`src/sv/cfse_pkg.sv`:
```
// Package for the command frame stuffing encoder.
// Holds the framing constants, the payload record type and the queue status struct.
// No dependencies.
package cfse_pkg;

  // Framing marks
  localparam logic [7:0] HeadMark = 8'h7D;
  localparam logic [7:0] EscMark  = 8'h7E;
  localparam logic [7:0] EscFlip  = 8'h20;

  // Payload tag bits of the first byte of each frame
  localparam logic [7:0] MotionTag = 8'hE0;
  localparam logic [7:0] CalTag    = 8'h20;
  localparam logic [7:0] KickTag   = 8'h40;

  // Payload bytes of all three frames, motion first
  localparam int unsigned PayBytes = 13;
  localparam int unsigned IdxW     = $clog2(PayBytes);

  // Command queue depth default
  localparam int unsigned QDepthDef = 2;

  // Stream widths
  localparam int unsigned InDataW  = 72;
  localparam int unsigned OutDataW = 8;

  // Register map
  localparam int unsigned PaddrW = 3;
  localparam logic [0:0]  RegMotionStop = 1'b0;

  // Frame codes
  localparam logic [1:0] FrameMotion = 2'd0;
  localparam logic [1:0] FrameCal    = 2'd1;
  localparam logic [1:0] FrameKick   = 2'd2;

  typedef logic [PayBytes-1:0][7:0] pay_rec_t;

  typedef struct packed {
    logic full;
    logic empty;
  } q_stat_t;

  // Flat payload index of the last byte of a frame
  function automatic logic [IdxW-1:0] frame_last_idx(input logic [1:0] frame);
    logic [IdxW-1:0] res;
    unique case (frame)
      FrameMotion: res = IdxW'(7);
      FrameCal:    res = IdxW'(9);
      default:     res = IdxW'(PayBytes - 1);
    endcase
    return res;
  endfunction

endpackage

```
`src/sv/cfse_front.sv`:
```
// Front end: configuration register, command acceptance and payload packing.
// Depends on cfse_pkg; feeds cfse_queue.
module cfse_front import cfse_pkg::*; (
  input  logic                clk_i,
  input  logic                rst_ni,
  // APB-style configuration port
  input  logic                psel,
  input  logic                penable,
  input  logic                pwrite,
  input  logic [PaddrW-1:0]   paddr,
  input  logic [31:0]         pwdata,
  output logic [31:0]         prdata,
  output logic                pready,
  // Command stream
  input  logic                s_axis_tvalid,
  output logic                s_axis_tready,
  // [15:0] x_speed, [31:16] y_speed, [47:32] spin_rate, [56:48] heading_deg,
  // [65:57] orientation_deg, [66] kick_request, [71:67] zero
  input  logic [InDataW-1:0]  s_axis_tdata,
  // Queue side
  input  q_stat_t             qstat_i,
  output logic                push_o,
  output pay_rec_t            wr_data_o
);

  logic        stop_q, stop_d;
  logic        reg_sel;
  logic [15:0] x, y, w;
  logic [8:0]  h, o;
  logic        kick;

  // Decode the register word index
  assign reg_sel = (paddr[PaddrW-1:2] == RegMotionStop);
  assign pready  = 1'b1;
  assign prdata  = reg_sel ? {31'b0, stop_q} : 32'b0;

  // Write the stop register on a completed write transaction
  always_comb begin
    stop_d = stop_q;
    if (psel && penable && pwrite && reg_sel) begin
      stop_d = pwdata[0];
    end
  end

  always_ff @(posedge clk_i or negedge rst_ni) begin
    if (!rst_ni) begin
      stop_q <= 1'b0;
    end else begin
      stop_q <= stop_d;
    end
  end

  // Accept while the queue has room
  assign s_axis_tready = !qstat_i.full;
  assign push_o        = s_axis_tvalid && s_axis_tready;

  // Unpack fields, zero the motion fields when stopped
  assign x    = stop_q ? 16'd0 : s_axis_tdata[15:0];
  assign y    = stop_q ? 16'd0 : s_axis_tdata[31:16];
  assign w    = stop_q ? 16'd0 : s_axis_tdata[47:32];
  assign h    = stop_q ? 9'd0  : s_axis_tdata[56:48];
  assign o    = s_axis_tdata[65:57];
  assign kick = s_axis_tdata[66];

  // Pack the three frame payloads, each value masked to its slot
  always_comb begin
    wr_data_o[0]  = MotionTag | {3'b000, x[15:11]};
    wr_data_o[1]  = x[10:3];
    wr_data_o[2]  = {x[2:0], y[15:11]};
    wr_data_o[3]  = y[10:3];
    wr_data_o[4]  = {y[2:0], 3'b000, h[8:7]};
    wr_data_o[5]  = {h[6:0], 1'b0};
    wr_data_o[6]  = w[15:8];
    wr_data_o[7]  = w[7:0];
    wr_data_o[8]  = CalTag | {7'b0, o[8]};
    wr_data_o[9]  = o[7:0];
    wr_data_o[10] = KickTag | {4'b0, kick, 3'b000};
    wr_data_o[11] = 8'h00;
    wr_data_o[12] = 8'h00;
  end

endmodule

```
`src/sv/cfse_queue.sv`:
```
// Short command queue between the front end and the frame serializer.
// Depends on cfse_pkg for the payload record and status types.
module cfse_queue import cfse_pkg::*; #(
  parameter int unsigned Depth = QDepthDef
) (
  input  logic     clk_i,
  input  logic     rst_ni,
  input  logic     push_i,
  input  pay_rec_t wr_data_i,
  input  logic     pop_i,
  output pay_rec_t rd_data_o,
  output q_stat_t  stat_o
);

  localparam int unsigned PtrW = (Depth > 1) ? $clog2(Depth) : 1;
  localparam int unsigned CntW = $clog2(Depth + 1);

  pay_rec_t        mem_q [Depth];
  logic [PtrW-1:0] wr_ptr_q, wr_ptr_d, rd_ptr_q, rd_ptr_d;
  logic [CntW-1:0] cnt_q, cnt_d;

  function automatic logic [PtrW-1:0] ptr_inc(input logic [PtrW-1:0] p);
    return (p == PtrW'(Depth - 1)) ? '0 : p + PtrW'(1);
  endfunction

  assign rd_data_o    = mem_q[rd_ptr_q];
  assign stat_o.full  = (cnt_q == CntW'(Depth));
  assign stat_o.empty = (cnt_q == '0);

  // Advance pointers and occupancy
  always_comb begin
    wr_ptr_d = push_i ? ptr_inc(wr_ptr_q) : wr_ptr_q;
    rd_ptr_d = pop_i  ? ptr_inc(rd_ptr_q) : rd_ptr_q;
    cnt_d    = cnt_q;
    if (push_i && !pop_i) begin
      cnt_d = cnt_q + CntW'(1);
    end else if (pop_i && !push_i) begin
      cnt_d = cnt_q - CntW'(1);
    end
  end

  always_ff @(posedge clk_i or negedge rst_ni) begin
    if (!rst_ni) begin
      wr_ptr_q <= '0;
      rd_ptr_q <= '0;
      cnt_q    <= '0;
    end else begin
      wr_ptr_q <= wr_ptr_d;
      rd_ptr_q <= rd_ptr_d;
      cnt_q    <= cnt_d;
    end
  end

  // Store the pushed record
  always_ff @(posedge clk_i) begin
    if (push_i) begin
      mem_q[wr_ptr_q] <= wr_data_i;
    end
  end

endmodule

```
`src/sv/cfse_back.sv`:
```
// Back end: walks one command record through its three frames, inserting
// escapes and the checksum, one serial byte per step. Depends on cfse_pkg.
module cfse_back import cfse_pkg::*; (
  input  logic                 clk_i,
  input  logic                 rst_ni,
  // Queue side
  input  q_stat_t              qstat_i,
  input  pay_rec_t             rd_data_i,
  output logic                 pop_o,
  // Byte stream
  output logic                 m_axis_tvalid,
  input  logic                 m_axis_tready,
  // [7:0] tx_byte
  output logic [OutDataW-1:0]  m_axis_tdata,
  // [0] frame_end
  output logic [0:0]           m_axis_tuser,
  output logic                 m_axis_tlast
);

  typedef enum logic [3:0] {
    StIdle  = 4'b0001,
    StHead  = 4'b0010,
    StPay   = 4'b0100,
    StCksum = 4'b1000
  } st_e;

  st_e             state_q, state_d;
  pay_rec_t        rec_q, rec_d;
  logic [IdxW-1:0] idx_q, idx_d;
  logic [1:0]      frame_q, frame_d;
  logic            esc_q, esc_d;
  logic [7:0]      sum_q, sum_d;
  logic            ovalid_q, ovalid_d;
  logic [7:0]      tdata_q, tdata_d;
  logic            fend_q, fend_d;
  logic            last_q, last_d;
  logic            step;
  logic [7:0]      raw;
  logic [7:0]      flipped;
  logic            esc_need;

  // Step when there is work and the output register is free or being drained
  assign step  = (state_q != StIdle) && (!ovalid_q || m_axis_tready);
  assign pop_o = (state_q == StIdle) && !qstat_i.empty;

  // Byte under consideration and its stuffing
  always_comb begin
    unique case (state_q)
      StPay:   raw = rec_q[idx_q];
      StCksum: raw = sum_q;
      default: raw = HeadMark;
    endcase
    esc_need = !esc_q && (raw == HeadMark || raw == EscMark);
    flipped  = esc_q ? (raw ^ EscFlip) : raw;
  end

  // Sequencer
  always_comb begin
    state_d  = state_q;
    rec_d    = rec_q;
    idx_d    = idx_q;
    frame_d  = frame_q;
    esc_d    = esc_q;
    sum_d    = sum_q;
    tdata_d  = tdata_q;
    fend_d   = fend_q;
    last_d   = last_q;
    ovalid_d = m_axis_tready ? 1'b0 : ovalid_q;

    if (step) begin
      ovalid_d = 1'b1;
      fend_d   = 1'b0;
      last_d   = 1'b0;
      unique case (state_q)
        StHead: begin
          tdata_d = HeadMark;
          sum_d   = HeadMark;
          state_d = StPay;
        end
        StPay: begin
          if (esc_need) begin
            tdata_d = EscMark;
            esc_d   = 1'b1;
          end else begin
            tdata_d = flipped;
            esc_d   = 1'b0;
            sum_d   = sum_q + flipped;
            idx_d   = idx_q + IdxW'(1);
            if (idx_q == frame_last_idx(frame_q)) begin
              state_d = StCksum;
            end
          end
        end
        StCksum: begin
          if (esc_need) begin
            tdata_d = EscMark;
            esc_d   = 1'b1;
          end else begin
            tdata_d = flipped;
            esc_d   = 1'b0;
            fend_d  = 1'b1;
            if (frame_q == FrameKick) begin
              last_d  = 1'b1;
              state_d = StIdle;
            end else begin
              frame_d = frame_q + 2'd1;
              state_d = StHead;
            end
          end
        end
        default: ;
      endcase
    end else if (pop_o) begin
      // Load the next command record
      rec_d   = rd_data_i;
      idx_d   = '0;
      frame_d = FrameMotion;
      esc_d   = 1'b0;
      state_d = StHead;
    end
  end

  always_ff @(posedge clk_i or negedge rst_ni) begin
    if (!rst_ni) begin
      state_q  <= StIdle;
      idx_q    <= '0;
      frame_q  <= FrameMotion;
      esc_q    <= 1'b0;
      ovalid_q <= 1'b0;
    end else begin
      state_q  <= state_d;
      idx_q    <= idx_d;
      frame_q  <= frame_d;
      esc_q    <= esc_d;
      ovalid_q <= ovalid_d;
    end
  end

  always_ff @(posedge clk_i) begin
    rec_q   <= rec_d;
    sum_q   <= sum_d;
    tdata_q <= tdata_d;
    fend_q  <= fend_d;
    last_q  <= last_d;
  end

  assign m_axis_tvalid   = ovalid_q;
  assign m_axis_tdata    = tdata_q;
  assign m_axis_tuser[0] = fend_q;
  assign m_axis_tlast    = last_q;

endmodule

```
`src/sv/command_frame_stuffing_encoder_unit.sv`:
```
// Command frame stuffing encoder: one command in, three stuffed frames out.
// With the serializer idle, a command is written into the queue, popped into the record
// register, and its first byte is then registered into the output register.
// Throughput: one byte per cycle while m_axis_tready is high, 19 to 29 bytes per
// command, set by the single byte serializer, which loads each record when idle.
// Reset: asynchronous, active low; clears motion_stop, the queue and the serializer.
module command_frame_stuffing_encoder_unit import cfse_pkg::*; #(
  parameter int unsigned QDepth = QDepthDef
) (
  input  logic                clk_i,
  input  logic                rst_ni,
  // APB-style configuration port
  input  logic                psel,
  input  logic                penable,
  input  logic                pwrite,
  input  logic [PaddrW-1:0]   paddr,
  input  logic [31:0]         pwdata,
  output logic [31:0]         prdata,
  output logic                pready,
  // Command stream
  input  logic                s_axis_tvalid,
  output logic                s_axis_tready,
  // [15:0] x_speed, [31:16] y_speed, [47:32] spin_rate, [56:48] heading_deg,
  // [65:57] orientation_deg, [66] kick_request, [71:67] zero
  input  logic [InDataW-1:0]  s_axis_tdata,
  // Serial byte stream
  output logic                m_axis_tvalid,
  input  logic                m_axis_tready,
  // [7:0] tx_byte
  output logic [OutDataW-1:0] m_axis_tdata,
  // [0] frame_end
  output logic [0:0]          m_axis_tuser,
  output logic                m_axis_tlast
);

  q_stat_t  qstat;
  logic     push, pop;
  pay_rec_t wr_data, rd_data;

  cfse_front u_front (
    .clk_i         (clk_i),
    .rst_ni        (rst_ni),
    .psel          (psel),
    .penable       (penable),
    .pwrite        (pwrite),
    .paddr         (paddr),
    .pwdata        (pwdata),
    .prdata        (prdata),
    .pready        (pready),
    .s_axis_tvalid (s_axis_tvalid),
    .s_axis_tready (s_axis_tready),
    .s_axis_tdata  (s_axis_tdata),
    .qstat_i       (qstat),
    .push_o        (push),
    .wr_data_o     (wr_data)
  );

  cfse_queue #(
    .Depth (QDepth)
  ) u_queue (
    .clk_i     (clk_i),
    .rst_ni    (rst_ni),
    .push_i    (push),
    .wr_data_i (wr_data),
    .pop_i     (pop),
    .rd_data_o (rd_data),
    .stat_o    (qstat)
  );

  cfse_back u_back (
    .clk_i         (clk_i),
    .rst_ni        (rst_ni),
    .qstat_i       (qstat),
    .rd_data_i     (rd_data),
    .pop_o         (pop),
    .m_axis_tvalid (m_axis_tvalid),
    .m_axis_tready (m_axis_tready),
    .m_axis_tdata  (m_axis_tdata),
    .m_axis_tuser  (m_axis_tuser),
    .m_axis_tlast  (m_axis_tlast)
  );

endmodule
```
`config.mk`:
```
export PLATFORM = sky130hd
export DESIGN_NAME = command_frame_stuffing_encoder_unit
export DESIGN_NICKNAME = d
export VERILOG_FILES = /design/src/sv/cfse_pkg.sv /design/src/sv/cfse_front.sv /design/src/sv/cfse_queue.sv /design/src/sv/cfse_back.sv /design/src/sv/command_frame_stuffing_encoder_unit.sv
export SDC_FILE = /design/constraint.sdc
export NUM_CORES = 1
export LEC_CHECK = 0
export BUFFER_PORTS_ARGS = -buffer_cell sky130_fd_sc_hd__buf_2
export CAP_MARGIN = 40
export CORE_UTILIZATION = 35
export CTS_BUF_LIST = sky130_fd_sc_hd__clkbuf_2 sky130_fd_sc_hd__clkbuf_4 sky130_fd_sc_hd__clkbuf_8
export DETAILED_ROUTE_END_ITERATION = 10
export HOLD_SLACK_MARGIN = 0.05
export SLEW_MARGIN = 25
export SYNTH_ARGS = -nofsm -noshare
export SYNTH_HDL_FRONTEND = slang
export SYNTH_SLANG_ARGS = --single-unit
```
`constraint.sdc`:
```
create_clock -name clk_i -period 4.9 [get_ports clk_i]
set_input_delay 0.98 -clock clk_i [delete_from_list [all_inputs] [get_ports clk_i]]
set_output_delay 0.98 -clock clk_i [all_outputs]
set_load 0.05 [all_outputs]
```
# Word level (Yosys, flattened, before mapping)
# Memories as Yosys holds them, arrays and structs flattened. A register that Yosys moved wholly into a read port is not among the register bits.
# Cells that the tools add are included.
# Widths: inputs -> output; s select.
[word_totals]
ramBits = 134
input_bits = 114
memories = 1
wordCells = 134
romBits = 0
regBits = 91
latch_bits = 0
[memory_table]
columns = ["memory", "depth", "word_bits", "rd", "rd_clocked_by_memory_dff", "wr", "line_no", "source"]
rows = [
  ["u_queue.mem_q", 2, 67, 1, 1, 1, "cfse_queue.sv:18", "pay_rec_t mem_q [Depth];"],
]
[classes]
n_mux = 47
magnitude_cmp = 1
add_sub_neg = 7
n_mul = 0
n_reduce_logical = 33
bitwise = 4
div_mod_pow = 0
eq_ne = 21
shift = 0
[ops]
columns = ["operator", "n"]
rows = [
  ["$mux 16", 3],
  ["$mux 4", 12],
  ["$pmux 8 s2", 3],
  ["$bmux 8 s4", 1],
  ["$mux 8", 3],
  ["$eq 8x7->1 const B", 2],
  ["$mux 2", 8],
  ["$mux 1", 13],
  ["$ne 2x2->1 const B", 6],
  ["$pmux 4 s3", 1],
  ["$reduce_bool 2->1", 5],
  ["$logic_and 1x1->1", 9],
  ["$mux 9", 1],
  ["$ne 3x3->1 const B", 3],
  ["$add 8x8->8", 1],
  ["$pmux 4 s2", 1],
  ["$logic_not 1->1", 6],
  ["$mux 6", 1],
  ["$reduce_and 2->1", 3],
  ["$reduce_and 3->1", 2],
  ["$lt 4x5->1 const B", 1],
  ["$reduce_and 5->1", 1],
  ["$add 2x1->2 const B", 2],
  ["$add 4x1->4 const B", 1],
  ["16 further kinds", 24],
]

# Logic depth before layout (Yosys ltp)
# Gate-level depths: netlist of run 1.
[logic_depth]
depth_word = 14
ltp_mapped = 15
ltp_nobuf = 13

# By module
# A second synthesis of run 1 with hierarchy kept.
[hier_totals]
hier_cells = 868
hier_area_um2 = 14968.1
[modules_own_cells]
columns = ["mod", "n_inst", "cells_per_inst", "area_each_um2"]
rows = [
  ["cfse_queue", 1, 340, 7942.6],
  ["cfse_back", 1, 378, 5968.2],
  ["cfse_front", 1, 150, 1057.3],
]

# Worst setup path after synthesis of run 1
# OpenSTA, ideal clock, no wires.
[synth_timing]
kind = "input port to flip-flop"
startpoint = "input s_axis_tvalid"
endpoint = "memory u_queue.mem_q[0][0] in the netlist's numbering (enable)"
setup_time_ns = 0.493
path_slack_ns = 0.514
path_stages = 2
t_required_ns = 4.407
arrival_time_ns = 3.894
cell_sequence = "nand2_1 -> nor2_1"
[synth_via]
elab_chain_len = 3
[synth_lines]
columns = ["item", "line_no", "source"]
rows = [
  ["from (decl)", "command_frame_stuffing_encoder_unit.sv:21", "input logic s_axis_tvalid,"],
  ["$logic_and 1x1->1", "cfse_front.sv:55", "assign push_o = s_axis_tvalid && s_axis_tready;"],
  ["$mux 1", "cfse_queue.sv:56", "if (push_i) begin"],
  ["$mux 1 (not written as such)", "cfse_queue.sv:57", "mem_q[wr_ptr_q] <= wr_data_i;"],
  ["to (decl)", "cfse_queue.sv:18", ""],
]
# Every way passes these cells.

# Final worst setup path of run 1
[layout_timing]
startpoint = "register u_back.idx_q[2]"
endpoint = "register u_back.sum_q[7], data pin"
[layout_via]
elab_chain_len = 8
[layout_lines]
columns = ["item", "line_no", "source"]
rows = [
  ["from (decl)", "cfse_back.sv:29", "logic [IdxW-1:0] idx_q, idx_d;"],
  ["from (signal assigned)", "cfse_back.sv:132", "idx_q <= idx_d;"],
  ["$bmux 8 s4 (*)", "cfse_back.sv:49", "StPay: raw = rec_q[idx_q];"],
  ["$mux 8 (not written as such) (*)", "cfse_back.sv:49", ""],
  ["$pmux 8 s2 (*)", "cfse_back.sv:48", "unique case (state_q)"],
  ["$not 1->1 (no line)", "-", ""],
  ["$mux 6", "cfse_back.sv:54", "flipped = esc_q ? (raw ^ EscFlip) : raw;"],
  ["$add 8x8->8 (*)", "cfse_back.sv:87", "sum_d = sum_q + flipped;"],
  ["$mux 8 (*)", "cfse_back.sv:81", "if (esc_need) begin"],
  ["$pmux 8 s2 (*)", "cfse_back.sv:74", "unique case (state_q)"],
  ["to (signal assigned)", "cfse_back.sv:141", "sum_q <= sum_d;"],
  ["to (decl)", "cfse_back.sv:32", "logic [7:0] sum_q, sum_d;"],
]
# Every way passes the cells marked *; elsewhere a longest branch is shown, timed or not. The select of a mux whose other input is x is not followed.
# A chain may end at the register's enable or synchronous reset.

==> results of run 1 <==
## worst paths after layout
kind / from / endpoint / slack, ns / cells after the start
max: u_back.idx_q[2]$_DFFE_PN0P_ / u_back.sum_q[7]$_SDFFCE_PP0P_ / 1.28 / 11
max in group asynchronous: rst_ni / u_front.stop_q$_DFFE_PN0P_ / 4.14 / 1
max reg2reg: u_back.idx_q[2]$_DFFE_PN0P_ / u_back.sum_q[7]$_SDFFCE_PP0P_ / 1.28 / 11
min reg2reg: u_queue.cnt_q[1]$_DFFE_PN0P_ / u_queue.cnt_q[1]$_DFFE_PN0P_ / 0.51 / 1
min in group clk_i: u_queue.cnt_q[1]$_DFFE_PN0P_ / u_queue.cnt_q[1]$_DFFE_PN0P_ / 0.51 / 1
min: rst_ni / u_back.idx_q[0]$_DFFE_PN0P_ / 0.40 / 1
## area by class of cell
cell class                      instances  share of cell area
Multi-Input combinational cell        356               0.245
Tap cell                              384              0.0408
Clock buffer                           55              0.0563
Inverter                               17             0.00542
Sequential cell                       236               0.595
Timing Repair Buffer                  103              0.0514
Clock inverter                         10             0.00658
## metrics by stage
step / util / cells
after floorplan: - / 672
after global placement: 0.381 / 1092
after detailed placement: 0.383 / 1095
after CTS: 0.409 / 1160
after global routing: 0.409 / 1161
final: 0.409 / 1161
## cell usage in the layout (no fill, tap or decap), types with 3 or more instances in the layout
master,synthesis,final
nand3b_1,3,3
o211ai_1,5,5
buf_2,0,88
inv_1,16,15
xnor2_1,7,7
o22ai_1,3,3
o21ai_0,6,6
buf_4,34,11
nand2b_1,6,6
nand2_1,23,23
conb_1,2,32
a21oi_1,7,7
clkinv_1,1,6
nand4_1,4,4
a221oi_1,5,5
a21o_1,3,3
clkbuf_8,3,40
xor2_1,7,7
mux2_2,74,74
clkbuf_4,0,15
edfxtp_1,219,219
nand3_1,8,8
ha_1,13,13
mux2i_1,10,10
nor2_1,14,13
nand4b_1,3,3
nor2b_1,65,65
mux4_2,8,8
dfrtp_1,16,14
nor3_1,4,4
## worst max-delay path, stage by stage, from the launching register on
cell      delay [ns]
dfrtp_1         0.85
mux4_2          0.41
mux2i_1         0.36
o221ai_1        0.29
ha_1            0.36
a21o_1          0.17
a21oi_1         0.23
o21bai_1        0.11
a21oi_1         0.23
o21ai_0         0.15
xnor2_1         0.19
nor2_1          0.05
## sequential cells by signal (all words and copies together) (netlist names), 2 cells and up
name,cells
u_queue.mem_q,134
u_back.sum_q,8
u_back.idx_q,4
u_back.m_axis_tdata,8
u_queue.cnt_q,2
u_back.state_q,4
u_back.frame_q,2
u_back.rec_q,67
## logic make-up after synthesis
logic type | Yosys count
simple gates | 146
mux | 93
flops | 236
fa+ha+maj | 14
xor+xnor | 14
buf+inv | 80
other cells | 2
compound gates | 57
## where the power goes
group          total [mW]  switching (mW)  internal [mW]  leakage [nW]
Combinational       0.561           0.374          0.187          1.62
Sequential           2.66          0.0646           2.59          2.21
Clock                1.64           0.715          0.921         0.387
Total                4.85            1.15           3.70          4.22
## per-layer routing
layer	wire, um	GRT usage	vias to the layer above
met2	8770	0.198	150
met1	8690	0.168	2640
met5	0	0	-
li1	-	-	2575
met3	742	0.0239	35
met4	396	0.0454	0
==> flow_metrics.tcl, run 1 <==
set metrics [dict create \
    drt_iter0_drc 304 \
    drive_above_1_share 0.341 \
    nNetsFinal 881 \
    holdBufCountCts 0 \
    synth-seq-cells 236 \
    synth_xor_area_frac 0.0119 \
    grt_use_total 0.124 \
    rsz0062_at_grt "no" \
    hpwl_um 12200 \
    yosysMostFrequentCell "edfxtp_1" \
    max_cap_violations 0 \
    die_y_um 173 \
    ys_types 70 \
    totalNegativeSetupSlack_ns 0 \
    status "completed" \
    routedWlPerCell_um 16.0 \
    grt_pass1_wl_um 29300 \
    setup_ws_ns 1.28 \
    slew_violations 0 \
    post_cts_buffers 0 \
    critical_path_class "reg2reg" \
    synth_flop_cell "edfxtp_1" \
    grt_antenna_before_repair 0 \
    startpoint_type "register" \
    synth_compound_area_frac 0.0437 \
    die_width_um 173 \
    port_buffers 88 \
    cts_buffers 39 \
    synthMuxAreaShare 0.110 \
    synth_fa_ha_area_frac 0.0178 \
    worstPathArrival_ns 3.90 \
    multi_input_area_um2 2890 \
    ios 159 \
    yosys.area_share.simple 0.0846 \
    core-area_um2 28800 \
    synth_edf_count 219 \
    setup_viol 0 \
    drt_pre_antenna_iters 4 \
    netlist_area_um2 10300 \
    cts_tree "yes" \
    grt_overflow 0 \
    synth_top_area_cell "edfxtp_1" \
    grt_max_degree 60 \
    dr_total_vias 5400 \
    fmax_ghz 0.276 \
    fin_hold_ws_ns 0.399 \
    drc 0 \
    yosysWarnings 0 \
    htree_levels 2 \
    cellLeakagePower_nw 4.22 \
    cts_max_path_buffers 3 \
    post-route-period-util 0.739 \
    synth_top_family_by_area "multiplexers" \
    power.density_nw_per_um2 412 \
    vdd_drop_max_uv 223 \
    crit_path_end_kind "register" \
    detail-route-antenna-nets 0 \
    place_area_um2 11000 \
    synth_area_leaders "edfxtp_1, mux2_2, nor2b_1" \
    die-area_um2 30100 \
    cts_root_buf "clkbuf_8" \
    vias_per_cell 4.65 \
    postLayoutCellArea_um2 11800 \
    start_util 0.357 \
    regArea_um2 7010 \
    clkSlewWorstSetupHoldPaths_ns 0.06 \
    gp_congestion 0.825 \
    synth_top_area_share 0.640 \
    grt_pass1_vias 5410 \
    syn_area_per_cell_um2 16.0 \
    clock_sinks 236 \
    fillers 2638 \
    total_power_mw 4.85 \
    worst_pin_slew_ns 0.791 \
    wirelength_um 18600 \
    crit_fanout 20 \
    cts-resized-gates 0 \
    clock_skew_ns 0.0319 \
    syn_inst 642 \
    syn2layout_area_growth_pct 14.6 \
    period_minus_slack_ns 3.62 \
    clock_latency_ns 0.53 \
    cp.required_ns 5.18 \
    synth-seq-area-share 0.681 \
    synthArstFlopShare 0.0720 \
    rows 62 \
    relSlewSlack 0.472 \
    dp_slack_ns 1.02 \
    insertedDiodeCount 0 \
    synthTopCellsByCount "edfxtp_1, mux2_2, nor2b_1" \
    timing.final.hold_violations 0 \
    hp-class "in2async" \
]
Power figures use the tool's default switching activity.
==> inputs of run 2 (changes only) <==
--- a/config.mk
+++ b/config.mk
@@ -5,6 +5,7 @@
 export SDC_FILE = /design/constraint.sdc
 export NUM_CORES = 1
 export LEC_CHECK = 0
+export ABC_AREA = 1
 export BUFFER_PORTS_ARGS = -buffer_cell sky130_fd_sc_hd__buf_2
 export CAP_MARGIN = 40
 export CORE_UTILIZATION = 35
==> constraint.sdc (replaced) <==
create_clock -name clk_i -period 3.65 [get_ports clk_i]
set_input_delay 0.73 -clock clk_i [delete_from_list [all_inputs] [get_ports clk_i]]
set_output_delay 0.73 -clock clk_i [all_outputs]
set_load 0.05 [all_outputs]
==> run 2 against run 1 <==
  * Sequential cell count is the same
  * Largest power group unchanged
  * Die area up 2.8%
  * Core utilization rose by 0.18 points
  * Register-to-register slack worse by 0.91 ns
  * Count of clock-buffer cells in the layout is 4 higher
  * Routed wire length up 11%
  * Synthesized cell count grew 55%
  * Worst setup slack lost 0.91 ns
  * Critical endpoint is now u_back.sum_q[6]$_SDFFCE_PP1P_
==> flow_metrics.tcl, run 2 <==
set metrics [dict create \
    status "completed" \
    cts_tree "yes" \
    core-area_um2 29600 \
    cts_max_path_buffers 3 \
    cts-resized-gates 0 \
    grt_pass1_wl_um 33500 \
    hp-class "in2async" \
    totalNegativeSetupSlack_ns 0 \
    grt_antenna_before_repair 0 \
    cp.required_ns 3.93 \
    regArea_um2 7010 \
    cts_root_buf "clkbuf_8" \
    setup_viol 0 \
    yosysMostFrequentCell "nand2_1" \
    reg_top3 "u_queue.mem_q (134), u_back.rec_q (67)" \
    fillers 2913 \
    port_buffers 88 \
    drc 0 \
    grt_pass1_vias 6443 \
    synthTopCellsByCount "nand2_1, edfxtp_1, inv_1" \
    syn_inst 996 \
    startpoint_type "register" \
    post_cts_buffers 0 \
    die_width_um 176 \
    relSlewSlack 0.478 \
    fin_hold_ws_ns 0.139 \
    holdBufCountCts 0 \
    synth_top_area_share 0.622 \
    synth-seq-cells 236 \
    clock_sinks 236 \
    synth-seq-area-share 0.663 \
    vdd_drop_max_uv 379 \
    clkSlewWorstSetupHoldPaths_ns 0.06 \
    rows 63 \
    worst_pin_slew_ns 0.783 \
    multi_input_area_um2 2820 \
    die-area_um2 30900 \
    crit_path_end_kind "register" \
    drt_iter0_drc 408 \
    power.density_nw_per_um2 735 \
    fmax_ghz 0.305 \
    syn_area_per_cell_um2 10.6 \
    worstPathArrival_ns 3.56 \
    cellLeakagePower_nw 5.29 \
    yosysWarnings 0 \
    r2r_slack_ns 0.37 \
    dr_total_vias 6668 \
    synth_top_area_cell "edfxtp_1" \
    nNetsFinal 1237 \
    fin_util 0.411 \
    period_minus_slack_ns 3.28 \
    insertedDiodeCount 0 \
    post-route-period-util 0.900 \
    dp_slack_ns 0.310 \
    critical_path_class "reg2reg" \
    ys_types 43 \
    drive_above_1_share 0.187 \
    routedWlPerCell_um 13.5 \
    crit_chain "inv_4, nor2_4, nand2_1, nand3_1, nand3_1, o21ai_1, nand2_1, nand3_2, ha_1, inv_1, fa_1, o21ai_1, a21oi_1, o21ai_0, xor2_1, or2_2" \
    vias_per_cell 4.36 \
    cts_buffers 40 \
    synth_area_leaders "edfxtp_1, nand2_1, inv_1" \
    final_common_cell "nand2_1" \
    slowest_stage "dfrtp_1" \
    final_cell_mix "nand2_1, edfxtp_1, inv_1, nor2_1, buf_2" \
    regMostFlops "u_queue.mem_q" \
    drt_pre_antenna_iters 5 \
    synth_flop_cell "edfxtp_1" \
    largest_register_ffs 134 \
    syn2layout_area_growth_pct 15.3 \
    slew_violations 0 \
    setup_ws_ns 0.366 \
    synthArstFlopShare 0.0720 \
    netlist_area_um2 10600 \
    r2r-end "u_back.sum_q[6]$_SDFFCE_PP1P_" \
    rsz0062_at_grt "no" \
    synth_edf_count 219 \
    timing.final.hold_violations 0 \
    grt_overflow 0 \
    hpwl_um 13600 \
    start_util 0.357 \
    crit_fanout 11 \
    detail-route-antenna-nets 0 \
    max_cap_violations 0 \
    max_stage_delay_ns 0.53 \
    r2r-start "u_back.idx_q[0]$_DFFE_PN0P_" \
    clock_latency_ns 0.54 \
    clock_skew_ns 0.0139 \
    die_y_um 176 \
    ios 159 \
    wirelength_um 20700 \
    r2r_cells 16 \
    gp_congestion 0.842 \
    htree_levels 2 \
    grt_max_degree 69 \
    grt_use_total 0.139 \
]
==> run 2: cell types whose count changed after synthesis, sizes merged, moves of 5 or more <==
cell,delta
nand2,+330
inv,+103
nor2,+83
mux2,-74
nor2b,-65
nand3,+36
a21oi,+13
mux2i,-10
o21ai,+9
mux4,-8
nand2b,-6
a221oi,-5
clkbuf,+5
==> run 2: cell families (layout without fill, tap and decap cells) <==
kind of cell | count (synthesis) | in the layout | share of synthesized area
flip-flops | 236 | 236 | 0.663
AND/OR/NAND/NOR | 506 | 506 | 0.200
multiplexers | 1 | 1 | 0.000947
other | 2 | 32 | 0.000710
AO/OA/AOI/OAI | 41 | 41 | 0.0247
adder cells (fa/ha/maj) | 14 | 14 | 0.0173
buffers and inverters | 184 | 297 | 0.0835
XOR/XNOR | 12 | 12 | 0.00994
==> run 2: metal layers <==
| layer | GRT usage | vias up | share of wire |
|---|---|---|---|
| li1 | - | 3381 | - |
| met1 | 0.182 | 3113 | 0.45 |
| met2 | 0.232 | 143 | 0.49 |
| met3 | 0.0251 | 31 | 0.042 |
| met4 | 0.0438 | 0 | 0.016 |
| met5 | 0 | - | 0 |
==> run 2: worst max path at each step <==
| stage | depth (start not counted) | from | endpoint |
|---|---|---|---|
| floorplan | 4 | u_queue.cnt_q[0]$_DFFE_PN0P_ | u_queue.mem_q[1][0]$_DFFE_PP_ |
| global placement | 16 | u_back.idx_q[0]$_DFFE_PN0P_ | u_back.sum_q[6]$_SDFFCE_PP1P_ |
| detailed placement | 16 | u_back.idx_q[0]$_DFFE_PN0P_ | u_back.sum_q[6]$_SDFFCE_PP1P_ |
| CTS | 16 | u_back.idx_q[0]$_DFFE_PN0P_ | u_back.sum_q[6]$_SDFFCE_PP1P_ |
| global route | 16 | u_back.idx_q[0]$_DFFE_PN0P_ | u_back.sum_q[6]$_SDFFCE_PP1P_ |
| finish | 16 | u_back.idx_q[0]$_DFFE_PN0P_ | u_back.sum_q[6]$_SDFFCE_PP1P_ |
==> run 2: worst max-delay path: cells and delay by family (launching register included) <==
| family | cells | cell delay (ns) |
|---|---|---|
| AND/OR/NAND/NOR | 7 | 0.87 |
| buffers and inverters | 2 | 0.20 |
| flip-flops | 1 | 0.53 |
| AO/OA/AOI/OAI | 4 | 0.74 |
| XOR/XNOR | 1 | 0.09 |
| adder cells (fa/ha/maj) | 2 | 0.61 |
==> run 2: cell type report <==
class                      count  area share
inverter                     119      0.0369
sequential                   236       0.575
clock inverter                13     0.00760
timing repair buffer         106      0.0513
tap                          390      0.0400
clock buffer                  59      0.0579
multi-input combinational    606       0.231
==> run 2: through the flow <==
| stage | cells | power, mW | cell area (um^2) |
|---|---|---|---|
| floorplan | 1026 | 6.02 | 10700 |
| finish | 1529 | 8.95 | 12200 |
| global placement | 1456 | 6.64 | 11400 |
| CTS | 1528 | 9.07 | 12200 |
| detailed placement | 1456 | 6.71 | 11400 |
| global route | 1529 | 9.54 | 12200 |
==> run 2: power breakdown <==
part / internal [mW] / total [mW] / switching (mW)
Combinational: 0.875 / 2.80 / 1.92
Sequential: 3.65 / 3.83 / 0.187
Clock: 1.32 / 2.32 / 1.01
==> inputs of run 3 (changes only) <==
--- a/config.mk
+++ b/config.mk
@@ -5,7 +5,7 @@
 export SDC_FILE = /design/constraint.sdc
 export NUM_CORES = 1
 export LEC_CHECK = 0
-export ABC_AREA = 1
+export ABC_AREA = 0
 export BUFFER_PORTS_ARGS = -buffer_cell sky130_fd_sc_hd__buf_2
 export CAP_MARGIN = 40
 export CORE_UTILIZATION = 35
==> run 3 against run 2 <==
  * Sequential share of layout area increased by 1.1 points
  * First-iteration DRC count decreased by 31%
  * Register-to-register slack got worse by 0.14 ns
  * Non-clock buffer count increased by 21
  * Sequential power decreased by 6.8%
  * Cell count decreased by 22%
  * Clock skew increased by 0.011 ns
  * Clock power decreased by 2%
  * Count of clock-buffer cells in the layout decreased by 6
  * Total power decreased by 27%
  * Worst setup slack got worse by 0.14 ns
  * Critical path depth decreased by 3
  * Critical path type unchanged
  * Largest cell class unchanged
  * Highest routed layer unchanged
==> flow_metrics.tcl, run 3 (same netlist as run 1, synthesis figures left out) <==
set metrics [dict create \
    status "completed" \
    wirelength_um 19000 \
    grt_pass1_vias 5388 \
    setup_viol 0 \
    dp_cells 1120 \
    totalNegativeSetupSlack_ns 0 \
    core-area_um2 28800 \
    cts_max_path_buffers 3 \
    gp_congestion 0.815 \
    grt_pass1_wl_um 29900 \
    drive_above_1_share 0.360 \
    r2r_cells 13 \
    worst_pin_slew_ns 0.791 \
    drt_iter0_drc 282 \
    clock_sinks 236 \
    timing.final.hold_violations 0 \
    crit_path_end_kind "register" \
    drc 0 \
    hpwl_um 12200 \
    cp.required_ns 3.93 \
    nNetsFinal 906 \
    r2r-start "u_back.state_q[1]$_DFFE_PN0P_" \
    post-route-period-util 0.939 \
    drt_pre_antenna_iters 4 \
    start_util 0.357 \
    regMostFlops "u_queue.mem_q" \
    vias_per_cell 4.59 \
    cp.depth 13 \
    dr_total_vias 5483 \
    final_cell_mix "edfxtp_1, buf_2, mux2_2, nor2b_1, clkbuf_8" \
    detail-route-antenna-nets 0 \
    worstPathArrival_ns 3.70 \
    htree_levels 2 \
    grt_overflow 0 \
    ios 159 \
    finalNonFillerCells 1194 \
    power.density_nw_per_um2 549 \
    syn2layout_area_growth_pct 16.4 \
    grt_max_degree 70 \
    port_buffers 88 \
    routedWlPerCell_um 15.9 \
    cp.buffers_inverters 1 \
    cts_root_buf "clkbuf_8" \
    rows 62 \
    die_y_um 173 \
    worst_setup_path_startpoint "u_back.state_q[1]$_DFFE_PN0P_" \
    r2r-end "u_back.sum_q[6]$_SDFFCE_PP1P_" \
    clock_latency_ns 0.54 \
    post_cts_buffers 0 \
    max_stage_delay_ns 0.58 \
    die_width_um 173 \
    clkSlewWorstSetupHoldPaths_ns 0.07 \
    fmax_ghz 0.292 \
    slowest_stage "or4b_4" \
    insertedDiodeCount 0 \
    crit_family "simple AND/OR/NAND/NOR gates" \
    rsz0062_at_grt "no" \
    fin_hold_ws_ns 0.157 \
    final_common_cell "edfxtp_1" \
    cts_buffers 40 \
    startpoint_type "register" \
    slew_violations 0 \
    relSlewSlack 0.473 \
    vdd_drop_max_uv 295 \
    period_minus_slack_ns 3.43 \
    r2r_slack_ns 0.22 \
    reg_top3 "u_queue.mem_q (134), u_back.rec_q (67)" \
    largest_register_ffs 134 \
    hp-class "in2async" \
    crit_chain "or4b_4, or4_4, o311ai_4, ha_1, inv_1, fa_1, nor2b_1, o21ai_0, nand2b_1, a21o_1, a21oi_1, xor2_1, nand2_1" \
    die-area_um2 30100 \
    clock_skew_ns 0.0249 \
    holdBufCountCts 0 \
    cts_tree "yes" \
    cts-resized-gates 0 \
    critical_path_class "reg2reg" \
    grt_antenna_before_repair 0 \
    grt_use_total 0.127 \
    cellLeakagePower_nw 4.34 \
    crit_fanout 9 \
    max_cap_violations 0 \
]
[run 3: cell count changes in the layout (fill, tap and decap cells not counted), moves of 8 or more]
cell     delta
nand2_1   -318
mux2_2     +74
mux4_2      +8
nor2_1     -78
mux2i_1     +9
a21oi_1     -8
buf_4      +24
nand2_2     -9
nand3_1    -32
inv_1      -97
nor2b_1    +65
[run 3: cell type report]
class,instances,area (um^2)
Clock inverter,21,125
Multi-Input combinational cell,356,2880
Timing Repair Buffer,127,758
Fill cell,2635,16800
Clock buffer,53,654
Inverter,17,63.8
Tap cell,384,480
Sequential cell,236,7010
[run 3: layer usage]
| metal | wire (um) | up-vias | track usage | part of all wire |
|---|---|---|---|---|
| met5 | 0 | - | 0 | 0 |
| met4 | 302 | 0 | 0.0376 | 0.016 |
| met3 | 1030 | 28 | 0.0307 | 0.054 |
| met2 | 8840 | 153 | 0.200 | 0.47 |
| met1 | 8810 | 2659 | 0.174 | 0.46 |
| li1 | - | 2643 | - | - |
[run 3: how the worst max path moves through the flow]
stage | endpoint
CTS | u_back.sum_q[6]$_SDFFCE_PP1P_
global route | u_back.sum_q[6]$_SDFFCE_PP1P_
global placement | u_back.sum_q[6]$_SDFFCE_PP1P_
floorplan | u_back.frame_q[0]$_DFFE_PN0P_
detailed placement | u_back.sum_q[6]$_SDFFCE_PP1P_
finish | u_back.sum_q[6]$_SDFFCE_PP1P_
[run 3: metrics by stage]
stage	cell area [um^2]	worst slack (ns)	total power, mW	utilization
final	12000	0.224	6.58	0.416
after global routing	12000	0.0227	6.88	0.416
after global placement	11200	0.0918	4.34	0.389
after CTS	12000	0.0537	6.68	0.416
after floorplan	10400	0.375	4.14	-
after detailed placement	11200	0.0633	4.37	0.389
[run 3: report_power, final]
group	total (mW)	switching, mW	internal, mW
clock	2.28	1.04	1.25
combinational	0.725	0.498	0.227
sequential	3.57	0.0897	3.48
total	6.58	1.62	4.95
